==> src/rtl/core/irc_tok_pkg.sv <==
// Shared types, constants and match helpers for the IRC line tokenizer.
package irc_tok_pkg;

    // Highest parameter index (the counter saturates one above it) and command position limit.
    localparam int MAX_PARAM_INDEX    = 15;
    localparam int MAX_COMMAND_LENGTH = 15;

    localparam int NUM_CMDS      = 7;
    localparam int NUM_KEYS      = 3;
    localparam int KEY_POS_MAX   = 15;
    localparam int CMD_TEXT_BITS = 120;
    localparam int KEY_TEXT_BITS = 96;

    localparam int PCNT_W    = $clog2(MAX_PARAM_INDEX + 2);
    localparam int CMD_POS_W = $clog2(MAX_COMMAND_LENGTH + 1);
    localparam int KEY_POS_W = $clog2(KEY_POS_MAX + 1);

    // Parser phases.
    typedef enum logic [3:0] {
        PH_START,
        PH_TAG_KEY,
        PH_TAG_VALUE,
        PH_AFTER_TAGS,
        PH_PREFIX_USER,
        PH_PREFIX_REST,
        PH_COMMAND,
        PH_PARAM_START,
        PH_MIDDLE,
        PH_TRAILING
    } t_phase;

    // Label given to each byte.
    typedef enum logic [2:0] {
        SEG_KEY,
        SEG_VALUE,
        SEG_USER,
        SEG_REST,
        SEG_CMD,
        SEG_MIDDLE,
        SEG_TRAIL,
        SEG_SEP
    } t_segment;

    typedef enum logic [2:0] {
        CMD_OTHER,
        CMD_CLEARMSG,
        CMD_GLOBALUSERSTATE,
        CMD_PRIVMSG,
        CMD_ROOMSTATE,
        CMD_USERNOTICE,
        CMD_USERSTATE,
        CMD_PING
    } t_cmd_code;

    typedef enum logic [1:0] {
        TAG_OTHER,
        TAG_USER_ID,
        TAG_DISPLAY_NAME,
        TAG_ID
    } t_tag_kind;

    // Delimiter characters.
    localparam logic [7:0] CH_AT    = 8'h40;
    localparam logic [7:0] CH_COLON = 8'h3A;
    localparam logic [7:0] CH_SEMI  = 8'h3B;
    localparam logic [7:0] CH_EQ    = 8'h3D;
    localparam logic [7:0] CH_SPACE = 8'h20;
    localparam logic [7:0] CH_BANG  = 8'h21;

    // Known command and tag key names, right-aligned string literals.
    localparam logic [CMD_TEXT_BITS-1:0] CMD_TEXT [NUM_CMDS] = '{
        "CLEARMSG", "GLOBALUSERSTATE", "PRIVMSG", "ROOMSTATE",
        "USERNOTICE", "USERSTATE", "PING"
    };
    localparam int CMD_LEN [NUM_CMDS] = '{8, 15, 7, 9, 10, 9, 4};

    localparam logic [KEY_TEXT_BITS-1:0] KEY_TEXT [NUM_KEYS] = '{
        "user-id", "display-name", "id"
    };
    localparam int KEY_LEN [NUM_KEYS] = '{7, 12, 2};

    // Parser state carried from one byte to the next.
    typedef struct packed {
        t_phase                 phase;
        logic [PCNT_W-1:0]      param_count;
        logic [CMD_POS_W-1:0]   cmd_pos;
        logic [NUM_CMDS-1:0]    cmd_match;
        logic [KEY_POS_W-1:0]   key_pos;
        logic [NUM_KEYS-1:0]    key_match;
        logic [1:0]             first_len;
        logic                   bang;
    } t_parse_state;

    localparam t_parse_state PARSE_RESET = '{
        phase:       PH_START,
        param_count: '0,
        cmd_pos:     '0,
        cmd_match:   '1,
        key_pos:     '0,
        key_match:   '1,
        first_len:   '0,
        bang:        1'b0
    };

    // Side-band labels of one result item, segment in the lowest bits.
    typedef struct packed {
        logic       privmsg_error;
        t_cmd_code  command_code;
        t_tag_kind  tag_kind;
        logic [3:0] param_index;
        t_segment   segment;
    } t_tok_user;

    // True when byte b equals character pos of command k.
    function automatic logic cmd_char_match(input int k, input logic [CMD_POS_W-1:0] pos,
                                            input logic [7:0] b);
        logic [CMD_TEXT_BITS-1:0] txt;
        int                       sh;
        txt = CMD_TEXT[k];
        if (int'(pos) >= CMD_LEN[k]) begin
            return 1'b0;
        end
        sh = (CMD_LEN[k] - 1 - int'(pos)) * 8;
        return txt[sh +: 8] == b;
    endfunction

    // True when byte b equals character pos of tag key k.
    function automatic logic key_char_match(input int k, input logic [KEY_POS_W-1:0] pos,
                                            input logic [7:0] b);
        logic [KEY_TEXT_BITS-1:0] txt;
        int                       sh;
        txt = KEY_TEXT[k];
        if (int'(pos) >= KEY_LEN[k]) begin
            return 1'b0;
        end
        sh = (KEY_LEN[k] - 1 - int'(pos)) * 8;
        return txt[sh +: 8] == b;
    endfunction

endpackage

==> src/rtl/core/irc_tok_step.sv <==
// Combinational parse step: labels one byte and computes the next parser state.
module irc_tok_step import irc_tok_pkg::*; (
    input  t_parse_state i_state,
    input  logic [7:0]   i_byte,
    input  logic         i_last,
    output t_parse_state o_next_state,
    output t_tok_user    o_user
);

    logic [NUM_CMDS-1:0]  cmd_match_upd;
    logic [CMD_POS_W-1:0] cmd_pos_upd;
    logic [NUM_KEYS-1:0]  key_match_upd;
    logic [KEY_POS_W-1:0] key_pos_upd;
    logic [NUM_KEYS-1:0]  key_match_fin;

    // Candidate updates of the command and key matchers for this byte.
    always_comb begin
        for (int k = 0; k < NUM_CMDS; k++) begin
            cmd_match_upd[k] = i_state.cmd_match[k] & cmd_char_match(k, i_state.cmd_pos, i_byte);
        end
        cmd_pos_upd = (int'(i_state.cmd_pos) < MAX_COMMAND_LENGTH) ?
                      i_state.cmd_pos + 1'b1 : i_state.cmd_pos;
        for (int k = 0; k < NUM_KEYS; k++) begin
            key_match_upd[k] = i_state.key_match[k] & key_char_match(k, i_state.key_pos, i_byte);
            key_match_fin[k] = i_state.key_match[k] & (KEY_LEN[k] == int'(i_state.key_pos));
        end
        key_pos_upd = (int'(i_state.key_pos) < KEY_POS_MAX) ?
                      i_state.key_pos + 1'b1 : i_state.key_pos;
    end

    t_parse_state nxt;
    t_segment     seg;
    t_tag_kind    kind;
    t_cmd_code    code;
    logic         in_param;
    logic         take_cmd;
    logic         note_param;
    logic [3:0]   pidx;
    logic         err;

    // Phase transitions, byte label and end-of-line results.
    always_comb begin
        nxt        = i_state;
        seg        = SEG_SEP;
        kind       = TAG_OTHER;
        in_param   = 1'b0;
        take_cmd   = 1'b0;
        note_param = 1'b0;
        code       = CMD_OTHER;
        err        = 1'b0;
        pidx       = '0;

        case (i_state.phase)
            PH_START: begin
                if (i_byte == CH_AT) begin
                    nxt.phase     = PH_TAG_KEY;
                    nxt.key_pos   = '0;
                    nxt.key_match = '1;
                end else if (i_byte == CH_COLON) begin
                    nxt.phase = PH_PREFIX_USER;
                end else begin
                    take_cmd = 1'b1;
                end
            end
            PH_TAG_KEY: begin
                if (i_byte == CH_SEMI) begin
                    nxt.key_pos   = '0;
                    nxt.key_match = '1;
                end else if (i_byte == CH_EQ) begin
                    nxt.key_match = key_match_fin;
                    nxt.phase     = PH_TAG_VALUE;
                end else if (i_byte == CH_SPACE) begin
                    nxt.phase = PH_AFTER_TAGS;
                end else begin
                    seg           = SEG_KEY;
                    nxt.key_match = key_match_upd;
                    nxt.key_pos   = key_pos_upd;
                end
            end
            PH_TAG_VALUE: begin
                if (i_byte == CH_SEMI) begin
                    nxt.key_pos   = '0;
                    nxt.key_match = '1;
                    nxt.phase     = PH_TAG_KEY;
                end else if (i_byte == CH_SPACE) begin
                    nxt.phase = PH_AFTER_TAGS;
                end else begin
                    seg = SEG_VALUE;
                    if (i_state.key_match[0]) begin
                        kind = TAG_USER_ID;
                    end else if (i_state.key_match[1]) begin
                        kind = TAG_DISPLAY_NAME;
                    end else if (i_state.key_match[2]) begin
                        kind = TAG_ID;
                    end
                end
            end
            PH_AFTER_TAGS: begin
                if (i_byte == CH_COLON) begin
                    nxt.phase = PH_PREFIX_USER;
                end else begin
                    take_cmd = 1'b1;
                end
            end
            PH_PREFIX_USER: begin
                if (i_byte == CH_BANG) begin
                    nxt.bang  = 1'b1;
                    nxt.phase = PH_PREFIX_REST;
                end else if (i_byte == CH_SPACE) begin
                    nxt.phase = PH_COMMAND;
                end else begin
                    seg = SEG_USER;
                end
            end
            PH_PREFIX_REST: begin
                if (i_byte == CH_SPACE) begin
                    nxt.phase = PH_COMMAND;
                end else begin
                    seg = SEG_REST;
                end
            end
            PH_COMMAND: begin
                take_cmd = 1'b1;
            end
            PH_PARAM_START: begin
                if (i_state.param_count < PCNT_W'(MAX_PARAM_INDEX + 1)) begin
                    nxt.param_count = i_state.param_count + 1'b1;
                end
                in_param = 1'b1;
                if (i_byte == CH_COLON) begin
                    nxt.phase = PH_TRAILING;
                end else if (i_byte != CH_SPACE) begin
                    seg        = SEG_MIDDLE;
                    note_param = 1'b1;
                    nxt.phase  = PH_MIDDLE;
                end
            end
            PH_MIDDLE: begin
                in_param = 1'b1;
                if (i_byte == CH_SPACE) begin
                    nxt.phase = PH_PARAM_START;
                end else begin
                    seg        = SEG_MIDDLE;
                    note_param = 1'b1;
                end
            end
            PH_TRAILING: begin
                in_param   = 1'b1;
                seg        = SEG_TRAIL;
                note_param = 1'b1;
            end
            default: begin
                nxt.phase = PH_START;
                take_cmd  = 1'b1;
            end
        endcase

        // Command byte, or the space that ends the command.
        if (take_cmd) begin
            if (i_byte == CH_SPACE) begin
                nxt.phase = PH_PARAM_START;
                seg       = SEG_SEP;
            end else begin
                nxt.cmd_match = cmd_match_upd;
                nxt.cmd_pos   = cmd_pos_upd;
                nxt.phase     = PH_COMMAND;
                seg           = SEG_CMD;
            end
        end

        // Length of the first parameter, saturating at two.
        if (note_param && nxt.param_count == PCNT_W'(1) && nxt.first_len < 2'd2) begin
            nxt.first_len = nxt.first_len + 1'b1;
        end

        if (in_param && nxt.param_count != '0) begin
            pidx = 4'(nxt.param_count - 1'b1);
        end

        // Command code and error check on the final byte of the line.
        if (i_last) begin
            for (int k = NUM_CMDS - 1; k >= 0; k--) begin
                if (nxt.cmd_match[k] && CMD_LEN[k] == int'(nxt.cmd_pos)) begin
                    code = t_cmd_code'(3'(k + 1));
                end
            end
            if (code == CMD_PRIVMSG &&
                (nxt.param_count < PCNT_W'(2) || nxt.first_len < 2'd2 || !nxt.bang)) begin
                err = 1'b1;
            end
            nxt = PARSE_RESET;
        end
    end

    assign o_next_state         = nxt;
    assign o_user.segment       = seg;
    assign o_user.param_index   = pidx;
    assign o_user.tag_kind      = kind;
    assign o_user.command_code  = code;
    assign o_user.privmsg_error = err;

endmodule

==> src/rtl/core/irc_line_tokenizer_core.sv <==
// Top level of the IRC line tokenizer: input register, parse step, result register.
//
//  Channel  | Direction | Payload                                           | End marker
//  s_axis   | in        | tdata[7:0] data_byte                              | tlast line_end
//  m_axis   | out       | tdata[7:0] byte_out; tuser labels (see port list) | tlast is_last
//
// One item per cycle unless m_axis stalls; a byte passes the input, then the result register.
// The parse step runs between the input register and the result register, once per item.
// Reset is synchronous and active low; it returns the parser to line start.
// A stall on m_axis holds the result register and backs up into s_axis_tready.
module irc_line_tokenizer_core import irc_tok_pkg::*; (
    input  logic        i_clk,
    input  logic        i_rst_n,
    input  logic        s_axis_tvalid,
    output logic        s_axis_tready,
    input  logic [7:0]  s_axis_tdata,   // [7:0] data_byte
    input  logic        s_axis_tlast,   // line_end
    output logic        m_axis_tvalid,
    input  logic        m_axis_tready,
    output logic [7:0]  m_axis_tdata,   // [7:0] byte_out
    output logic [12:0] m_axis_tuser,   // [2:0] segment, [6:3] param_index,
                                        // [8:7] tag_kind, [11:9] command_code,
                                        // [12] privmsg_error
    output logic        m_axis_tlast    // is_last
);

    logic         r_in_valid;
    logic [7:0]   r_in_byte;
    logic         r_in_last;
    logic         r_out_valid;
    logic [7:0]   r_out_byte;
    logic         r_out_last;
    t_tok_user    r_out_user;
    t_parse_state r_state;

    t_parse_state n_state;
    t_tok_user    n_user;
    logic         out_free;
    logic         advance;

    // Move an item into the result register when that register is free or draining.
    assign out_free      = !r_out_valid || m_axis_tready;
    assign advance       = r_in_valid && out_free;
    assign s_axis_tready = !r_in_valid || advance;

    irc_tok_step u_step (
        .i_state      (r_state),
        .i_byte       (r_in_byte),
        .i_last       (r_in_last),
        .o_next_state (n_state),
        .o_user       (n_user)
    );

    // Control and parser state.
    always_ff @(posedge i_clk) begin
        if (!i_rst_n) begin
            r_in_valid  <= 1'b0;
            r_out_valid <= 1'b0;
            r_state     <= PARSE_RESET;
        end else begin
            if (s_axis_tready) begin
                r_in_valid <= s_axis_tvalid;
            end
            if (out_free) begin
                r_out_valid <= r_in_valid;
            end
            if (advance) begin
                r_state <= n_state;
            end
        end
    end

    // Payload registers.
    always_ff @(posedge i_clk) begin
        if (s_axis_tready && s_axis_tvalid) begin
            r_in_byte <= s_axis_tdata;
            r_in_last <= s_axis_tlast;
        end
        if (advance) begin
            r_out_byte <= r_in_byte;
            r_out_last <= r_in_last;
            r_out_user <= n_user;
        end
    end

    assign m_axis_tvalid = r_out_valid;
    assign m_axis_tdata  = r_out_byte;
    assign m_axis_tuser  = r_out_user;
    assign m_axis_tlast  = r_out_last;

endmodule

==> config.mk <==
export PLATFORM = sky130hd
export DESIGN_NAME = irc_line_tokenizer_core
export DESIGN_NICKNAME = d
export VERILOG_FILES = /design/src/rtl/core/irc_tok_pkg.sv /design/src/rtl/core/irc_tok_step.sv /design/src/rtl/core/irc_line_tokenizer_core.sv
export SDC_FILE = /design/constraint.sdc
export NUM_CORES = 1
export LEC_CHECK = 0
export BUFFER_PORTS_ARGS = -buffer_cell sky130_fd_sc_hd__buf_2
export CORE_MARGIN = 4
export CORE_UTILIZATION = 48
export CTS_CLUSTER_SIZE = 12
export DETAILED_ROUTE_END_ITERATION = 8
export GPL_TIMING_DRIVEN = 0
export PLACE_DENSITY_LB_ADDON = 0.05
export SYNTH_ARGS = -nofsm -noshare
export SYNTH_HDL_FRONTEND = slang
export SYNTH_HIERARCHICAL = 1
export SYNTH_SLANG_ARGS = --single-unit
==> constraint.sdc <==
create_clock -name i_clk -period 4.9 [get_ports i_clk]
set_clock_uncertainty 0.2 [all_clocks]
set_input_delay 0.98 -clock i_clk [delete_from_list [all_inputs] [get_ports i_clk]]
set_output_delay 0.98 -clock i_clk [all_outputs]
set_load 0.005 [all_outputs]
==> run summary, run 1 <==
Seq/Total Area, Yosys: 24.42%
CTS tree: yes
Synthesized cell area: 6436 um2
Final Net Count: 951
Clock transition at path regs: 60 ps
Setup CP Type: register to register
Routed vias/inst: 6.507
Largest net degree at the start of global routing: 32
Setup WS post-layout: 126.7 ps
Share of layout cells above drive strength 1: 11.01%
HPWL Detailed: 16.51 mm
Status: finished clean
Post-synth EDFFs: 31
Total Power: 1.515 mW
Fin. Hold Viols: 0
Setup bufs post-CTS: 0
Syn nets: 906
Design area: 7119 um2
Max clock buf depth: 2
Critical Path Source Type: register
Reg2reg start: r_state[17]
Max-slew violation count: 0
Starting Density: 48.80%
GR Overflow Total: 0
RSZ-0062 raised after global routing: no
IO Pins: 37
Max Clock Freq: 0.2095 GHz
DR iter-0 viols: 1041
First-pass GRT wire length: 35.33 mm
Worst-margin pin slew: 848.5 ps
Fraction of registers with async set/reset: 0%
Synth area leader: edfxtp_1
CTS buffer count: 9
Top_reg_cell synth: dfxtp_1
Core Area: 13190 um2
Number of diodes: 0
Worst hold stages: 0
Crit path largest cell delay: 470 ps
Maximum vdd ir drop: 0.0001945 V
# rows: 42
Synth cell types: 87
Worst R2R Setup Slack: 130 ps
Vias in the first global route: 6640
Post-synth top area share: 14.46%
Flops & latches, synth: 63
Via count of the routed design: 7112
WL/cell: 21.08 um
Critical path, cell by cell: buf_2 > buf_2 > clkinv_1 > ha_1 > buf_2 > buf_1 > buf_2 > nand2_1 > o31ai_1 > xnor2_1 > o31ai_1 > a32o_1 > o211ai_1 > a21oi_1
Area contributors post-synth: edfxtp_1 14%, dfxtp_1 10%, nand2_1 6.2%
RR Endpoint: m_axis_tuser[10]
WHS Endpoint: m_axis_tdata[4]
# fillers: 1305
Crit path arrival time: 4730 ps
Routed Antenna Nets: 0
Reg2Reg Depth: 14
Max-Cap Viols: 0
DIE HEIGHT: 123.8 um
Drt first pass iters: 8
Post-route minimum period: 4773 ps
Critical Path Sink Type: register
Post-Synthesis Cells: 868
Tcrit/Tclk final: 97.41%
Critical-path top delay cell: ha_1
Area after DPL: 6832 um2
Port Buf Inserts: 35
Critical Path Fanout Max: 10
Hold wc startpoint: r_in_byte[4]
Gr usage total: 29.73%
Avg Inst Size Synth: 7.415 um2
Relative slew slack: 43.23%
Die area: 15330 um2
Die span in x: 123.8 um
Family with the most delay on the worst path: buffers and inverters
Worst-Skew Late Latency: 340 ps
Most frequent CP cell: buf_2
Fin util: 53.97%
P_leak: 2.653 nW
CTS H-Tree Depth: 3
Min-delay worst type: register to register
Syn. warnings: 6
Commonest non-fill, non-tap cell in the layout: nand2_1
Gpl congestion: 0.9570
Power density over the cells: 212.8 nW/um2
Worst Path Buf+Inv: 6
Drt drc: 0
Initial antenna violation count: 0
P&R area growth vs syn: 10.61%
Pre-CTS WS: -165.6 ps
WL final: 23.04 mm
Most frequent cells in the layout: 107 x nand2_1, 83 x nor2_1, 69 x o21ai_0
WP data required: 4860 ps
Hold Buf Count CTS: 0
WHS: 244.0 ps
Final setup fails: 0
Clock sinks: 63
CTS root buf: clkbuf_16
[state kept, by name, indices dropped and copies added, names as in the netlist]
name,flops
m_axis_tlast,1
r_in_byte,8
r_in_last,1
r_state,30
m_axis_tvalid,1
m_axis_tdata,8
r_in_valid,1
m_axis_tuser,13
[where the power goes]
part	switching (mW)	total (mW)	internal (mW)
Clock	0.239	0.608	0.369
Sequential	0.0192	0.595	0.576
Combinational	0.206	0.312	0.107
Total	0.464	1.52	1.05
[how the worst max path moves through the flow]
stage | from | to | slack [ps] | cells after the start
final | r_state[17] | m_axis_tuser[10] | 130 | 14
after CTS | r_state[17] | m_axis_tuser[12] | 30 | 14
after global placement | r_state[19] | m_axis_tuser[12] | -230 | 15
after global routing | r_state[17] | m_axis_tuser[10] | 20 | 14
after floorplan | r_state[19] | m_axis_tuser[12] | 980 | 15
after detailed placement | r_state[19] | m_axis_tuser[12] | -170 | 15
[layer usage]
| layer | share of wire (%) | GRT usage, % |
|---|---|---|
| met1 | 41 | 39.33 |
| met2 | 46 | 47.72 |
| met3 | 9.4 | 5.586 |
| met4 | 2.9 | 12.04 |
| met5 | 0 | 0 |
[cells in the mapped netlist (6+ instances only)]
library cell and instances:
edfxtp_1 31, and3_1 7, inv_1 27, a21oi_1 52, a31oi_1 16, nor3_1 23, a211oi_1 12, o311ai_1 10
o211ai_1 10, o21ai_0 69, o31ai_1 11, or2_2 6, xor2_1 13, o21a_1 6, nand4_1 16, and2_1 11
nand3_1 19, ha_1 25, mux2i_1 23, buf_2 20, buf_1 12, clkbuf_1 31, nor4_1 11, o32ai_1 8
nor2b_1 14, nand2b_1 15, nor2_1 83, xnor2_1 30, dfxtp_1 32, nand2_1 107
[final cells by class]
type / count / area (um2) / area share [%]
flip-flops and latches: 63 / 1572 / 22.07
clock inverters: 3 / 17.52 / 0.2460
plain buffers: 69 / 337.8 / 4.745
repair buffers: 35 / 175.2 / 2.460
multi-input cells: 702 / 4415 / 62.02
well taps: 176 / 220.2 / 3.093
inverters: 33 / 123.9 / 1.740
clock buffers: 12 / 257.7 / 3.620
[repair_timing]
action / 4_1_cts / 5_1_grt
pin swaps: 0 / 0
hold endpoints to repair: 0 / 0
gates resized for setup: 2 / 2
setup endpoints to repair: 2 / 1
[per-stage QoR]
stage / TNS (ps) / instances
final: 0 / 1093
after global routing: 0 / 1093
after CTS: 0 / 1093
after detailed placement: -165.6 / 1079
after global placement: -249.5 / 1079
after floorplan: 0 / 868
[kinds of logic after synthesis]
group                    count (synthesis)  synth area share [%]
AO/OA/AOI/OAI                          268                 27.90
XOR/XNOR                                43                 5.851
adder cells (fa/ha/maj)                 25                 4.860
buffers and inverters                  103                 7.173
flip-flops                              63                 24.42
multiplexers                            25                 3.927
AND/OR/NAND/NOR                        341                 25.88
(Power assumes the default switching activity.)
==> run 2, diff against run 1 <==
Settings changed: ABC_AREA from default to 1.
==> run 2 against run 1 <==
  * Worst setup slack better by 1400 ps
  * Flip-flop and latch count is the same
  * Via count fell by 2.3%
  * First-iteration DRC count fell by 38%
  * Total power grew 31%
  * Sequential power up 4.9%
  * Synthesized cell count is 20% higher
  * Global-route usage shrank 3.3 points
  * Non-clock buffer count decreased by 25
  * Largest power group is now combinational logic
==> run summary, run 2 <==
Status: finished clean
Post-synth EDFFs: 31
Max reg flops: 30
Avg Inst Size Synth: 6.208 um2
# fillers: 1358
CTS H-Tree Depth: 3
Tcrit/Tclk final: 69.85%
Post-route minimum period: 3423 ps
Reg2Reg Depth: 20
Critical path, cell by cell: buf_4 > inv_2 > buf_6 > buf_4 > ha_1 > inv_2 > nand2_1 > inv_1 > o21ai_1 > o21ai_0 > nand2_1 > nand3_1 > nand3_1 > nor2_1 > nand2_1 > nand2_1 > nand3_1 > nand2_1 > inv_1 > a21oi_2
Maximum vdd ir drop: 0.0001626 V
Worst hold stages: 0
Setup bufs post-CTS: 0
Routed Antenna Nets: 0
Via count of the routed design: 6946
P_leak: 3.500 nW
Hold wc startpoint: r_in_byte[0]
GR Overflow Total: 0
WL/cell: 15.95 um
Fin. Hold Viols: 0
Most frequent cells in the layout: 286 x nand2_1, 143 x nand3_1, 118 x nor2_1
Commonest non-fill, non-tap cell in the layout: nand2_1
Design area: 7161 um2
Die span in x: 124.0 um
DR iter-0 viols: 642
Max-Cap Viols: 0
Hold Buf Count CTS: 0
CTS buffer count: 9
Critical-path top delay cell: ha_1
Max Clock Freq: 0.2922 GHz
Post-synth top area share: 16.61%
Placed cells: 1253
Syn. warnings: 6
Post-Synthesis Cells: 1041
Syn nets: 1079
Critical Path Sink Type: register
Starting Density: 48.99%
Setup CP Type: register to register
Critical Path Source Type: register
PostCTS Resize Cnt: 0
DIE HEIGHT: 124.0 um
Setup_tns: 0 ps
Most common cell in the synthesized netlist: nand2_1
Core Area: 13190 um2
Most flops, register: r_state
Initial antenna violation count: 0
Synth cell count leaders: 286 x nand2_1, 143 x nand3_1, 118 x nor2_1
Die area: 15380 um2
CTS tree: yes
Area after DPL: 6863 um2
Seq/Total Area, Yosys: 24.32%
Gr usage total: 26.42%
Clock transition at path regs: 60 ps
Share of layout cells above drive strength 1: 14.27%
CTS root buf: clkbuf_16
Worst-margin pin slew: 843.3 ps
WP data required: 4770 ps
Reg2reg start: r_state[17]
Drt first pass iters: 6
# rows: 42
Min-delay worst type: register to register
Max-slew violation count: 0
Drt drc: 0
Vias in the first global route: 5865
First-pass GRT wire length: 31.41 mm
Final Net Count: 1126
Power density over the cells: 278.0 nW/um2
Fraction of registers with async set/reset: 0%
Fin util: 54.29%
Critical path launch point: r_state[17]
Critical Path Fanout Max: 10
WHS: 246.2 ps
P&R area growth vs syn: 10.80%
Worst-Skew Late Latency: 330 ps
HPWL Detailed: 15.51 mm
Synthesized cell area: 6462 um2
Synth area leader: nand2_1
Clock sinks: 63
Routed vias/inst: 5.474
Crit path largest cell delay: 440 ps
Synth cell types: 56
Gpl congestion: 0.9679
WL final: 20.24 mm
Cell Count, Final, Fillers Out: 1269
Most frequent CP cell: nand2_1
Final setup fails: 0
Number of diodes: 0
Max clock buf depth: 2
Largest net degree at the start of global routing: 23
Flops & latches, synth: 63
Crit path arrival time: 3290 ps
IO Pins: 37
RSZ-0062 raised after global routing: no
Relative slew slack: 43.72%
Area contributors post-synth: nand2_1 17%, edfxtp_1 14%, nand3_1 11%
Top_reg_cell synth: dfxtp_1
Port Buf Inserts: 36
[run 2: cell types whose count changed in the layout (fill, tap and decap cells not counted), moves of 14 or more]
cell,delta
clkbuf_1,-22
inv_1,+72
nand2b_1,-15
xnor2_1,-27
nor3_1,-15
o21ai_0,-14
mux2i_1,-22
inv_2,+15
nand2_2,+19
nand3_1,+124
nand2_1,+179
nor2b_1,-14
nor2_1,+35
[run 2: final timing paths]
check / to / slack (ps)
min reg2reg: m_axis_tdata[0] / 250
max: m_axis_tuser[10] / 1480
max reg2reg: m_axis_tuser[10] / 1480
min: m_axis_tdata[0] / 250
[run 2: through the flow]
stage | total power [mW] | worst slack, ps
global placement | 1.351 | 1541
global route | 2.123 | 1213
CTS | 1.995 | 1516
floorplan | 1.178 | 2192
finish | 1.991 | 1477
detailed placement | 1.352 | 1548
[run 2: worst max-delay path, delay by kind of cell, from the launching register on]
| family | cells | cell delay [ps] |
|---|---|---|
| AOI/OAI and AO/OA | 3 | 400 |
| adders and majority gates | 1 | 440 |
| buffers and inverters | 7 | 860 |
| DFF | 1 | 380 |
| and+or+nand+nor | 9 | 850 |
[run 2: cell type report]
| cell class | count | area (um2) | area share (%) |
|---|---|---|---|
| buffer | 43 | 280.3 | 3.914 |
| sequential | 63 | 1572 | 21.95 |
| clock inverter | 7 | 72.57 | 1.013 |
| tap | 176 | 220.2 | 3.075 |
| timing repair buffer | 36 | 180.2 | 2.516 |
| multi-input combinational | 813 | 4144 | 57.87 |
| clock buffer | 9 | 225.2 | 3.145 |
| inverter | 122 | 466.7 | 6.518 |
[run 2: routing by layer]
metal | vias to the layer above | global-route usage [%] | part of all wire (%)
li1 | 3517 | - | -
met1 | 3158 | 39.90 | 49
met2 | 249 | 39.00 | 43
met3 | 22 | 5.313 | 7.3
met4 | 0 | 4.997 | 1.4
met5 | - | 0 | 0
[run 2: power by group]
group          internal (mW)  switching, mW  leakage (nW)
Sequential             0.590         0.0337         0.556
Clock                  0.394          0.239         0.142
Combinational          0.240          0.494          2.80
[run 2: cells by family after synthesis]
group / synth area share, %
simple gates: 44.36
mux: 0.1549
buf+inv: 11.56
compound gates: 12.22
fa+ha+maj: 4.840
flops: 24.32
xor+xnor: 2.556
==> run 3, diff against run 2 <==
Clock period 4.9 ns to 3.4 ns, I/O delays scaled along.
==> run 3 against run 2 <==
  * Routed wire length shrank 0.50%
  * Hold slack is essentially flat
  * Register-to-register slack lost 1200 ps
  * Flip-flop and latch count is the same
  * Non-clock buffer count is the same
  * Via count is essentially flat
  * Worst setup slack lost 1200 ps
  * Sequential power grew 44%
  * Combinational power grew 46%
  * Clock-buffer cell count is the same
  * Highest routed layer unchanged
==> run summary, run 3 (same netlist as run 2, synthesis figures left out) <==
CTS buffer count: 9
# rows: 42
Power density over the cells: 400.1 nW/um2
Setup CP Type: register to register
Family with the most delay on the worst path: simple AND/OR/NAND/NOR gates
WL final: 20.14 mm
Placed cells: 1253
WHS Endpoint: m_axis_tdata[0]
First-pass GRT wire length: 31.41 mm
Reg2Reg Depth: 18
IO Pins: 37
Pre-CTS WS: 48.41 ps
GR Overflow Total: 0
Critical Path Fanout Max: 10
Fin. Hold Viols: 0
CTS tree: yes
Max clock buf depth: 2
HPWL Detailed: 15.51 mm
Drt drc: 0
P_leak: 3.505 nW
Max reg flops: 30
WL/cell: 15.87 um
Hold wc startpoint: r_in_byte[0]
Min-delay worst type: register to register
Setup bufs post-CTS: 0
Critical path, cell by cell: buf_4 > inv_2 > buf_6 > buf_4 > ha_4 > inv_4 > nor2_1 > nand2_1 > o21ai_0 > nand2_1 > a21oi_1 > nand2_1 > nor2_1 > nand3_1 > nand2_1 > nand3_2 > a211oi_2 > buf_4
Total Power: 2.879 mW
Design area: 7196 um2
WP data required: 3410 ps
Clock transition at path regs: 60 ps
Share of layout cells above drive strength 1: 15.00%
Tcrit/Tclk final: 92.87%
Worst hold stages: 0
P&R area growth vs syn: 11.35%
Die span in x: 124.0 um
Crit path largest cell delay: 380 ps
Area after DPL: 6863 um2
CTS H-Tree Depth: 3
Routed Antenna Nets: 0
Status: finished clean
Port Buf Inserts: 36
Gr usage total: 26.42%
Vias in the first global route: 5865
Most frequent CP cell: nand2_1
Worst R2R Setup Slack: 240 ps
Number of diodes: 0
Maximum vdd ir drop: 0.0002351 V
Largest net degree at the start of global routing: 23
Max-slew violation count: 0
Worst-Skew Late Latency: 330 ps
Core Area: 13190 um2
Critical-path top delay cell: dfxtp_1
Starting Density: 48.99%
Setup WS post-layout: 242.3 ps
Setup_tns: 0 ps
DR iter-0 viols: 669
Max-Cap Viols: 0
Routed vias/inst: 5.470
Cell Count, Final, Fillers Out: 1269
Drt first pass iters: 6
Initial antenna violation count: 0
Gpl congestion: 0.9679
Clock sinks: 63
Die area: 15380 um2
Worst Path Buf+Inv: 6
Post-route minimum period: 3158 ps
Worst-margin pin slew: 829.1 ps
Commonest non-fill, non-tap cell in the layout: nand2_1
Final setup fails: 0
Reg2reg start: r_state[17]
Most frequent cells in the layout: 285 x nand2_1, 142 x nand3_1, 117 x nor2_1
RR Endpoint: m_axis_tuser[12]
Crit path arrival time: 3170 ps
Critical Path Source Type: register
Relative slew slack: 44.67%
RSZ-0062 raised after global routing: yes
CTS root buf: clkbuf_16
Final Net Count: 1126
DIE HEIGHT: 124.0 um
Max Clock Freq: 0.3167 GHz
Most flops, register: r_state
Via count of the routed design: 6942
Critical Path Sink Type: register
run 3: cell counts in the layout (fill, tap and decap cells not counted):
Identical to the previous run, type by type.
run 3: worst max path at each step:
stage,start,endpoint,slack [ps],cells after the start
6_report,r_state[17],m_axis_tuser[12],240,18
5_1_grt,r_state[18],m_axis_tuser[10],-30,15
4_1_cts,r_state[17],m_axis_tuser[10],20,17
3_5_place_dp,r_state[17],m_axis_tuser[10],50,17
3_3_place_gp,r_state[17],m_axis_tuser[10],40,19
2_1_floorplan,r_state[17],m_axis_tuser[10],690,19
run 3: per-layer routing:
layer / track usage, % / share of wire [%] / vias up / wire length (um)
met4: 4.997 / 1.4 / 0 / 282
met3: 5.313 / 8.0 / 24 / 1620
met5: 0 / 0 / - / 0
met2: 39.00 / 43 / 234 / 8578
met1: 39.90 / 48 / 3165 / 9656
li1: - / - / 3519 / -
run 3: final cells by class:
type                            instances  area (um2)
Buffer                                 43       280.3
Clock buffer                            9       225.2
Clock inverter                          7       72.57
Fill cell                            1351        5995
Inverter                              122       469.2
Multi-Input combinational cell        813        4174
Sequential cell                        63        1574
Tap cell                              176       220.2
Timing Repair Buffer                   36       180.2
run 3: report_power, final:
| part | internal (mW) | switching [mW] |
|---|---|---|
| registers | 0.851 | 0.0484 |
| logic | 0.351 | 0.717 |
| clock network | 0.567 | 0.344 |
| total | 1.77 | 1.11 |
run 3: per-stage QoR:
stage / utilization [%] / hold slack, ps
final: 54.55 / 246.6
after global routing: 54.55 / 265.9
after CTS: 54.29 / 248.5
after detailed placement: 52.03 / 235.0
after global placement: 52.03 / 234.3
after floorplan: - / 220.6
run 3: timing repair:
item,in CTS,in global routing
endpoints found under the setup margin,0,7
hold buffers,0,0
gates resized for setup,0,10
